$ cat src/rtl/ast_pkg.sv
// shared types and constants for the access point scan table
package ast_pkg;

    localparam int CHW = 8;
    localparam int OW  = 7;

    typedef logic [1:0] t_cmd;
    localparam t_cmd CMD_CLEAR  = 2'd0;
    localparam t_cmd CMD_RECORD = 2'd1;
    localparam t_cmd CMD_QUERY  = 2'd2;
    localparam t_cmd CMD_NOP    = 2'd3;

    localparam logic [CHW-1:0] BAND5_FIRST = 8'd36;
    localparam logic [OW-1:0]  NONE_INDEX  = 7'h7F;

    // one table entry as it travels along the ring
    typedef struct packed {
        logic [47:0]       addr;
        logic [CHW-1:0]    chan;
        logic signed [7:0] sig;
        logic [31:0]       sec;
        logic              named;
    } t_entry;

    typedef enum logic [1:0] {
        S_IDLE,
        S_WALK1,
        S_WALK2,
        S_DONE
    } t_state;

endpackage

$ cat src/rtl/ap_scan_table_core.sv
// access point scan table: controller and ring of entry cells
//
// channel | handshake          | payload
// in      | i_valid / o_ready  | i_command i_bssid i_channel i_rssi i_security_code
//         |                    | i_name_length i_query_band
// out     | o_valid / i_ready  | o_entry_index o_is_new o_dropped_full o_name_uncloaked
//         |                    | o_total_count o_band_count o_strongest_index
//         |                    | o_busiest_channel o_channel_count
//
// clear and no operation need no walk, a record walks the ring once and a query
// twice; each walk rotates the whole ring once past the head cell.
// one item is worked at a time; a new item is taken while a result waits.
// reset empties the table; entry contents need no clearing.
// a stalled result holds the controller in its final state until taken.
module ap_scan_table_core #(
    parameter int TABLE_DEPTH = 64
) (
    input  logic        i_clk,
    input  logic        i_rst_n,
    input  logic        i_valid,
    output logic        o_ready,
    input  logic [1:0]  i_command,
    input  logic [47:0] i_bssid,
    input  logic [7:0]  i_channel,
    input  logic signed [7:0] i_rssi,
    input  logic [31:0] i_security_code,
    input  logic [7:0]  i_name_length,
    input  logic        i_query_band,
    output logic        o_valid,
    input  logic        i_ready,
    output logic signed [6:0] o_entry_index,
    output logic        o_is_new,
    output logic        o_dropped_full,
    output logic        o_name_uncloaked,
    output logic [6:0]  o_total_count,
    output logic [6:0]  o_band_count,
    output logic signed [6:0] o_strongest_index,
    output logic [7:0]  o_busiest_channel,
    output logic [6:0]  o_channel_count
);
    import ast_pkg::*;

    localparam int IW = (TABLE_DEPTH > 1) ? $clog2(TABLE_DEPTH) : 1;
    localparam int CW = $clog2(TABLE_DEPTH + 1);

    t_state r_state, n_state;

    t_cmd              r_cmd;
    logic [47:0]       r_key;
    logic [7:0]        r_chan;
    logic signed [7:0] r_sig;
    logic [31:0]       r_sec;
    logic              r_has_name;
    logic              r_band;

    logic [IW-1:0] r_step;
    logic [CW-1:0] r_total;
    logic          r_found, r_append, r_uncloak;
    logic [IW-1:0] r_idx;
    logic [CW-1:0] r_band_cnt, r_ch_cnt, r_best_cnt;
    logic          r_best_valid;
    logic [IW-1:0] r_best_idx;
    logic signed [7:0] r_best_sig;
    logic [7:0]    r_busiest;

    logic          r_out_valid;
    logic [OW-1:0] r_o_idx, r_o_total, r_o_band, r_o_strong, r_o_chcnt;
    logic          r_o_new, r_o_drop, r_o_uncl;
    logic [7:0]    r_o_busy;

    t_entry        ring_entry [TABLE_DEPTH];
    logic [CW-1:0] ring_cnt   [TABLE_DEPTH];
    t_entry        fb_entry;

    logic       accept, out_free, last_step, head_valid, head_match, head_band;
    logic       shift, bc_en, clr_cnt, is_append_slot;
    t_entry     head;

    assign accept   = i_valid && o_ready;
    assign out_free = !r_out_valid || i_ready;
    assign head     = ring_entry[0];
    assign last_step  = (r_step == IW'(TABLE_DEPTH - 1));
    assign head_valid = (CW'(r_step) < r_total);
    assign head_match = head_valid && (head.addr == r_key);
    assign head_band  = r_band ? (head.chan >= BAND5_FIRST) : (head.chan < BAND5_FIRST);
    assign is_append_slot = (CW'(r_step) == r_total) && !r_found
                            && (r_total < CW'(TABLE_DEPTH));

    // ring of cells, head at index zero, feedback enters the last cell
    for (genvar g = 0; g < TABLE_DEPTH; g++) begin : g_cell
        t_entry        nb_entry;
        logic [CW-1:0] nb_cnt;
        if (g == TABLE_DEPTH - 1) begin : g_tail
            assign nb_entry = fb_entry;
            assign nb_cnt   = ring_cnt[0];
        end else begin : g_mid
            assign nb_entry = ring_entry[g+1];
            assign nb_cnt   = ring_cnt[g+1];
        end
        ast_cell #(.CW(CW)) u_cell (
            .i_clk     (i_clk),
            .i_shift   (shift),
            .i_clr_cnt (clr_cnt),
            .i_bc_en   (bc_en),
            .i_bc_chan (head.chan),
            .i_entry   (nb_entry),
            .i_cnt     (nb_cnt),
            .o_entry   (ring_entry[g]),
            .o_cnt     (ring_cnt[g])
        );
    end

    // next state
    always_comb begin
        n_state = r_state;
        unique case (r_state)
            S_IDLE: begin
                if (accept) begin
                    if (i_command == CMD_RECORD || i_command == CMD_QUERY) begin
                        n_state = S_WALK1;
                    end else begin
                        n_state = S_DONE;
                    end
                end
            end
            S_WALK1: begin
                if (last_step) begin
                    n_state = (r_cmd == CMD_QUERY) ? S_WALK2 : S_DONE;
                end
            end
            S_WALK2: begin
                if (last_step) n_state = S_DONE;
            end
            S_DONE: begin
                if (out_free) n_state = S_IDLE;
            end
            default: n_state = S_IDLE;
        endcase
    end

    // ring control and write-back of the head entry
    always_comb begin
        o_ready  = (r_state == S_IDLE);
        shift    = (r_state == S_WALK1) || (r_state == S_WALK2);
        clr_cnt  = (r_state == S_IDLE);
        bc_en    = (r_state == S_WALK1) && (r_cmd == CMD_QUERY) && head_valid;
        fb_entry = head;
        if (r_state == S_WALK1 && r_cmd == CMD_RECORD) begin
            if (head_match) begin
                fb_entry.chan  = r_chan;
                fb_entry.sig   = r_sig;
                fb_entry.sec   = r_sec;
                fb_entry.named = head.named || r_has_name;
            end else if (is_append_slot) begin
                fb_entry.addr  = r_key;
                fb_entry.chan  = r_chan;
                fb_entry.sig   = r_sig;
                fb_entry.sec   = r_sec;
                fb_entry.named = r_has_name;
            end
        end
    end

    // control registers
    always_ff @(posedge i_clk) begin
        if (!i_rst_n) begin
            r_state     <= S_IDLE;
            r_total     <= '0;
            r_out_valid <= 1'b0;
            r_step      <= '0;
        end else begin
            r_state <= n_state;
            if (accept && i_command == CMD_CLEAR) r_total <= '0;
            if (shift) begin
                r_step <= last_step ? '0 : r_step + IW'(1);
            end
            if (r_state == S_DONE && out_free) begin
                r_out_valid <= 1'b1;
                if (r_cmd == CMD_RECORD && r_append) r_total <= r_total + CW'(1);
            end else if (i_ready) begin
                r_out_valid <= 1'b0;
            end
        end
    end

    // item fields and walk results
    always_ff @(posedge i_clk) begin
        if (accept) begin
            r_cmd        <= i_command;
            r_key        <= i_bssid;
            r_chan       <= i_channel;
            r_sig        <= i_rssi;
            r_sec        <= i_security_code;
            r_has_name   <= (i_name_length != 8'd0);
            r_band       <= i_query_band;
            r_found      <= 1'b0;
            r_append     <= 1'b0;
            r_uncloak    <= 1'b0;
            r_idx        <= '0;
            r_band_cnt   <= '0;
            r_ch_cnt     <= '0;
            r_best_cnt   <= '0;
            r_best_valid <= 1'b0;
            r_best_idx   <= '0;
            r_best_sig   <= '0;
            r_busiest    <= '0;
        end else if (r_state == S_WALK1) begin
            if (head_match) begin
                r_found <= 1'b1;
                r_idx   <= r_step;
                if (r_cmd == CMD_RECORD && !head.named && r_has_name) r_uncloak <= 1'b1;
            end else if (r_cmd == CMD_RECORD && is_append_slot) begin
                r_append <= 1'b1;
                r_idx    <= r_step;
            end
            if (r_cmd == CMD_QUERY && head_valid) begin
                if (head.chan == r_chan) r_ch_cnt <= r_ch_cnt + CW'(1);
                if (head_band) begin
                    r_band_cnt <= r_band_cnt + CW'(1);
                    if (!r_best_valid || (head.sig > r_best_sig)) begin
                        r_best_valid <= 1'b1;
                        r_best_idx   <= r_step;
                        r_best_sig   <= head.sig;
                    end
                end
            end
        end else if (r_state == S_WALK2) begin
            // first in-band entry whose channel has a strictly larger count
            if (head_valid && head_band && (ring_cnt[0] > r_best_cnt)) begin
                r_best_cnt <= ring_cnt[0];
                r_busiest  <= head.chan;
            end
        end
    end

    // result register
    always_ff @(posedge i_clk) begin
        if (r_state == S_DONE && out_free) begin
            r_o_idx    <= (r_found || r_append) ? OW'(r_idx) : NONE_INDEX;
            r_o_new    <= 1'b0;
            r_o_drop   <= 1'b0;
            r_o_uncl   <= 1'b0;
            r_o_total  <= OW'(r_total);
            r_o_band   <= '0;
            r_o_strong <= NONE_INDEX;
            r_o_busy   <= '0;
            r_o_chcnt  <= '0;
            case (r_cmd)
                CMD_RECORD: begin
                    r_o_new   <= r_append;
                    r_o_drop  <= !r_found && !r_append;
                    r_o_uncl  <= r_uncloak;
                    r_o_total <= r_append ? OW'(r_total + CW'(1)) : OW'(r_total);
                end
                CMD_QUERY: begin
                    r_o_band   <= OW'(r_band_cnt);
                    r_o_strong <= r_best_valid ? OW'(r_best_idx) : NONE_INDEX;
                    r_o_busy   <= r_busiest;
                    r_o_chcnt  <= OW'(r_ch_cnt);
                end
                default: begin
                    r_o_idx <= NONE_INDEX;
                end
            endcase
        end
    end

    assign o_valid           = r_out_valid;
    assign o_entry_index     = r_o_idx;
    assign o_is_new          = r_o_new;
    assign o_dropped_full    = r_o_drop;
    assign o_name_uncloaked  = r_o_uncl;
    assign o_total_count     = r_o_total;
    assign o_band_count      = r_o_band;
    assign o_strongest_index = r_o_strong;
    assign o_busiest_channel = r_o_busy;
    assign o_channel_count   = r_o_chcnt;

    // table never overfills
    a_total_bound: assert property (@(posedge i_clk) disable iff (!i_rst_n)
        r_total <= CW'(TABLE_DEPTH))
        else $error("entry count above table depth");

    // a record either matches or appends, never both
    a_match_xor_append: assert property (@(posedge i_clk) disable iff (!i_rst_n)
        (r_state == S_DONE) |-> !(r_found && r_append))
        else $error("record both matched and appended");

    // a dropped record only happens on a full table
    a_drop_full: assert property (@(posedge i_clk) disable iff (!i_rst_n)
        (r_state == S_DONE && r_cmd == CMD_RECORD && !r_found && !r_append)
        |-> (r_total == CW'(TABLE_DEPTH)))
        else $error("record dropped with room left");

    // walks start aligned with the head entry
    a_step_home: assert property (@(posedge i_clk) disable iff (!i_rst_n)
        (r_state == S_IDLE || r_state == S_DONE) |-> (r_step == '0))
        else $error("ring left rotated");

endmodule

$ cat src/rtl/ast_cell.sv
// one ring cell: holds one entry and its channel occupancy count
module ast_cell #(
    parameter int CW = 7
) (
    input  logic              i_clk,
    input  logic              i_shift,
    input  logic              i_clr_cnt,
    input  logic              i_bc_en,
    input  logic [7:0]        i_bc_chan,
    input  ast_pkg::t_entry   i_entry,
    input  logic [CW-1:0]     i_cnt,
    output ast_pkg::t_entry   o_entry,
    output logic [CW-1:0]     o_cnt
);
    import ast_pkg::*;

    t_entry        r_entry;
    logic [CW-1:0] r_cnt;

    // take the neighbor's entry, counting it when its channel is broadcast, or clear the count
    always_ff @(posedge i_clk) begin
        if (i_shift) begin
            r_entry <= i_entry;
            if (i_bc_en && (i_entry.chan == i_bc_chan)) begin
                r_cnt <= i_cnt + CW'(1);
            end else begin
                r_cnt <= i_cnt;
            end
        end else if (i_clr_cnt) begin
            r_cnt <= '0;
        end
    end

    assign o_entry = r_entry;
    assign o_cnt   = r_cnt;

endmodule

$ cat config.mk
export PLATFORM = sky130hd
export DESIGN_NAME = ap_scan_table_core
export DESIGN_NICKNAME = d
export VERILOG_FILES = /design/src/rtl/ast_pkg.sv /design/src/rtl/ap_scan_table_core.sv /design/src/rtl/ast_cell.sv
export SDC_FILE = /design/constraint.sdc
export NUM_CORES = 2
export LEC_CHECK = 0
export ABC_AREA = 1
export BUFFER_PORTS_ARGS = -buffer_cell sky130_fd_sc_hd__buf_2
export CORE_ASPECT_RATIO = 0.75
export CORE_UTILIZATION = 37
export CTS_CLUSTER_SIZE = 30
export DETAILED_ROUTE_END_ITERATION = 10
export PLACE_DENSITY = 0.53
export SLEW_MARGIN = 25
export SYNTH_ARGS = -nofsm -noshare
export SYNTH_HDL_FRONTEND = slang
export SYNTH_SLANG_ARGS = --single-unit
$ cat constraint.sdc
create_clock -name i_clk -period 113.6 [get_ports i_clk]
set_clock_uncertainty 0.1 [all_clocks]
set_input_delay 22.72 -clock i_clk [delete_from_list [all_inputs] [get_ports i_clk]]
set_output_delay 22.72 -clock i_clk [all_outputs]
set_load 0.02 [all_outputs]
==> out/results.txt <==
status - finished clean
# nets final - 9762
worst setup margin - 88.82 ns
die height - 581 um
syn avg cell area - 18.2 um^2
Max Slew Vio Count - 0
Tcrit/Tclk final - 21.8%
largest net degree at the start of global routing - 214
Primary FF master, synth - edfxtp_1
RSZ-0062 raised after global routing - no
max_slew headroom - 22.1%
Worst Path Max Fanout - 6
CORE AREA - 445000 um^2
CTS Buf Count - 446
Critical Path Source - r_state[0]
Multi-input gate area - 18800 um^2
layout cells sized above 1 - 13.0%
Clock transition at path regs - 0.06 ns
Pre-Repair DR Iteration Count - 5
Detailed Place HPWL - 147000 um
clock latency on the worst-skew pair - 1.02 ns
setup TNS - 0 ns
max frequency - 40.4 MHz
routed vias/inst - 4.63
vias - 73300
row count - 212
EDFF count, synth - 4722
main combinational cell family by area after synthesis - simple AND/OR/NAND/NOR gates
Post-CTS Resized - 0
Fill cells - 38600
fraction of the mapped netlist area in simple logic gates - 7.32%
hold_sp - g_cell[23].u_cell.o_entry[79]
fraction of synthesized area in multiplexers - 0.0546%
r2r startpoint - r_state[0]
WP data required - 90.78 ns
Max VDD drop - 0.0296 mV
CTS H-Tree Depth - 5
Post-route DRC - 0
Post-CTS Setup Bufs - 0
crit end category - output pin
Compound-Gate Fraction of Synth Area - 2.16%
Final setup viols - 0
Seq/Total Area, Yosys - 86.7%
Num Clock Sinks - 4791
gr ovfl total - 0
first-pass GRT wire length - 419000 um
P_leak - 0.0623 uW
count of port buffers added during placement - 126
WP data arrival - 1.96 ns
# hold bufs at CTS - 0
final critical-path required period - 24.78 ns
Initial Util - 37.1%
Initial DRC Count - 6592
CTS tree - built
Synth Area in Adders - 0.743%
synthesized area - 165000 um^2
Worst Tran Pin Value - 1.16 ns
Post-synth ARST share - 0%
post-synthesis xor/xnor area fraction - 1.11%
syn nets - 9288
Die X - 773 um
RD Place Congestion - 0.778
synthesis-stage register bit count - 4791
initial antenna violation count - 13
WS Path Type - reg2out
post-route ant nets - 0
Final Routed Wirelength - 269000 um
DP Worst Slack - 88.57 ns
yosys warns - 0
die area - 449000 um^2
CTS Root Cell - clkbuf_16
startpoint types - flip-flop
Hold Path Class - reg2reg
sequential cell area - 143000 um^2
power per cell area - 32.0 nW/um^2
Area Overhead vs Synth - 13.7%
per-cell routed wire length - 17.0 um
vias in the first global route - 70600
Max-Cap Viols - 0
Mapped Cells - 9079
# IOs - 159
GRT Util Overall - 11.7%
synth unique cells - 51
final hold vios - 0
clock buffer depth - 4
[cell usage in the layout (no fill, tap or decap), types with 18 or more instances in the layout]
master	instances
edfxtp_1	4722
ha_1	97
a31oi_1	64
clkinv_2	85
or2_2	299
nand4_1	190
nor2_1	535
buf_4	50
buf_2	126
o21ai_1	43
o2111ai_1	21
dfxtp_1	69
clkinv_1	99
inv_2	49
nand3_1	156
xnor2_1	201
nor3b_1	62
o21ai_0	270
clkinvlp_4	20
clkbuf_1	77
nor3_1	224
o21a_1	18
nand2_1	960
nor4_1	41
inv_1	533
bufinv_16	42
a21oi_1	228
clkbuf_16	450
[where the power goes]
group | switching [uW] | internal (uW) | total, uW
Clock | 646 | 835 | 1480
Combinational | 674 | 210 | 884
Sequential | 333 | 3310 | 3640
Total | 1650 | 4350 | 6010
[final cells by class]
type                            count  area share, %
Timing Repair Buffer              208          0.827
Multi-Input combinational cell   3519           10.0
Tap cell                         5885           3.92
Clock inverter                    280           1.53
Inverter                          587           1.18
Sequential cell                  4791           76.2
Clock buffer                      542           6.26
Antenna cell                        6        0.00799
[state kept, by name, indices dropped and copies added (netlist names), 8 cells and up]
register and cells:
g_cell.u_cell.o_entry 4160, r_best_sig 8, g_cell.u_cell.o_cnt 448, r_key 48, r_chan 8, r_sig 8, r_busiest 8, o_busiest_channel 8
[logic make-up after synthesis]
family                   Yosys count
AO/OA/AOI/OAI                    660
adder cells (fa/ha/maj)           98
multiplexers                       8
flip-flops                      4791
XOR/XNOR                         210
buffers and inverters            769
AND/OR/NAND/NOR                 2543
[cell usage after synthesis, types with 16 or more instances]
cell / count / share of area [%]
o2111ai_1: 21 / 0.11
nor4_1: 43 / 0.16
or2_2: 299 / 1.1
buf_6: 19 / 0.13
dfxtp_1: 69 / 0.84
o21a_1: 18 / 0.082
inv_1: 534 / 1.2
edfxtp_1: 4722 / 86
nor3b_2: 16 / 0.12
nor3_1: 224 / 0.68
o21ai_0: 270 / 0.82
nand3_1: 157 / 0.48
nor2_1: 536 / 1.2
a21oi_1: 229 / 0.69
nor3b_1: 62 / 0.28
xnor2_1: 201 / 1.1
nand4_1: 190 / 0.72
clkbuf_1: 88 / 0.20
a31oi_1: 64 / 0.24
buf_2: 47 / 0.14
nand2_1: 961 / 2.2
nor3_2: 17 / 0.10
ha_1: 98 / 0.74
o21ai_1: 43 / 0.13
inv_2: 50 / 0.11
[worst paths after layout]
| kind | to | slack (ns) | cells after the start |
|---|---|---|---|
| worst min-delay path | g_cell[22].u_cell.o_entry[79] | 0.21 | 0 |
| worst max register to register | g_cell[7].u_cell.o_entry[73] | 106.12 | 10 |
| worst max-delay path | o_ready | 88.82 | 3 |
| worst min register to register | g_cell[22].u_cell.o_entry[79] | 0.21 | 0 |
[per-layer routing]
| layer | share of wire [%] | vias to the layer above | global-route usage (%) |
|---|---|---|---|
| met2 | 40 | 1557 | 15.5 |
| met3 | 5.0 | 525 | 2.04 |
| met5 | 0.0048 | - | 0 |
| met1 | 51 | 36600 | 18.9 |
| met4 | 3.8 | 2 | 4.67 |
| li1 | - | 34600 | - |
[critical path, stage by stage (launching register included)]
cell     delay (ns)
dfxtp_1        0.44
inv_1          0.15
ha_4           0.20
buf_2          0.16
[through the flow]
| stage | hold WS, ns | power [uW] | cell area (um^2) | cells | utilization (%) |
|---|---|---|---|---|---|
| after global placement | 0.300 | 4510 | 173000 | 15000 | 38.9 |
| after global routing | 0.197 | 6340 | 188000 | 15800 | 42.2 |
| after detailed placement | 0.305 | 4550 | 173000 | 15000 | 38.9 |
| final | 0.208 | 6010 | 188000 | 15800 | 42.2 |
| after floorplan | 0.300 | 7590 | 165000 | 9079 | - |
| after CTS | 0.196 | 6090 | 188000 | 15800 | 42.2 |
(Power assumes the default switching activity.)
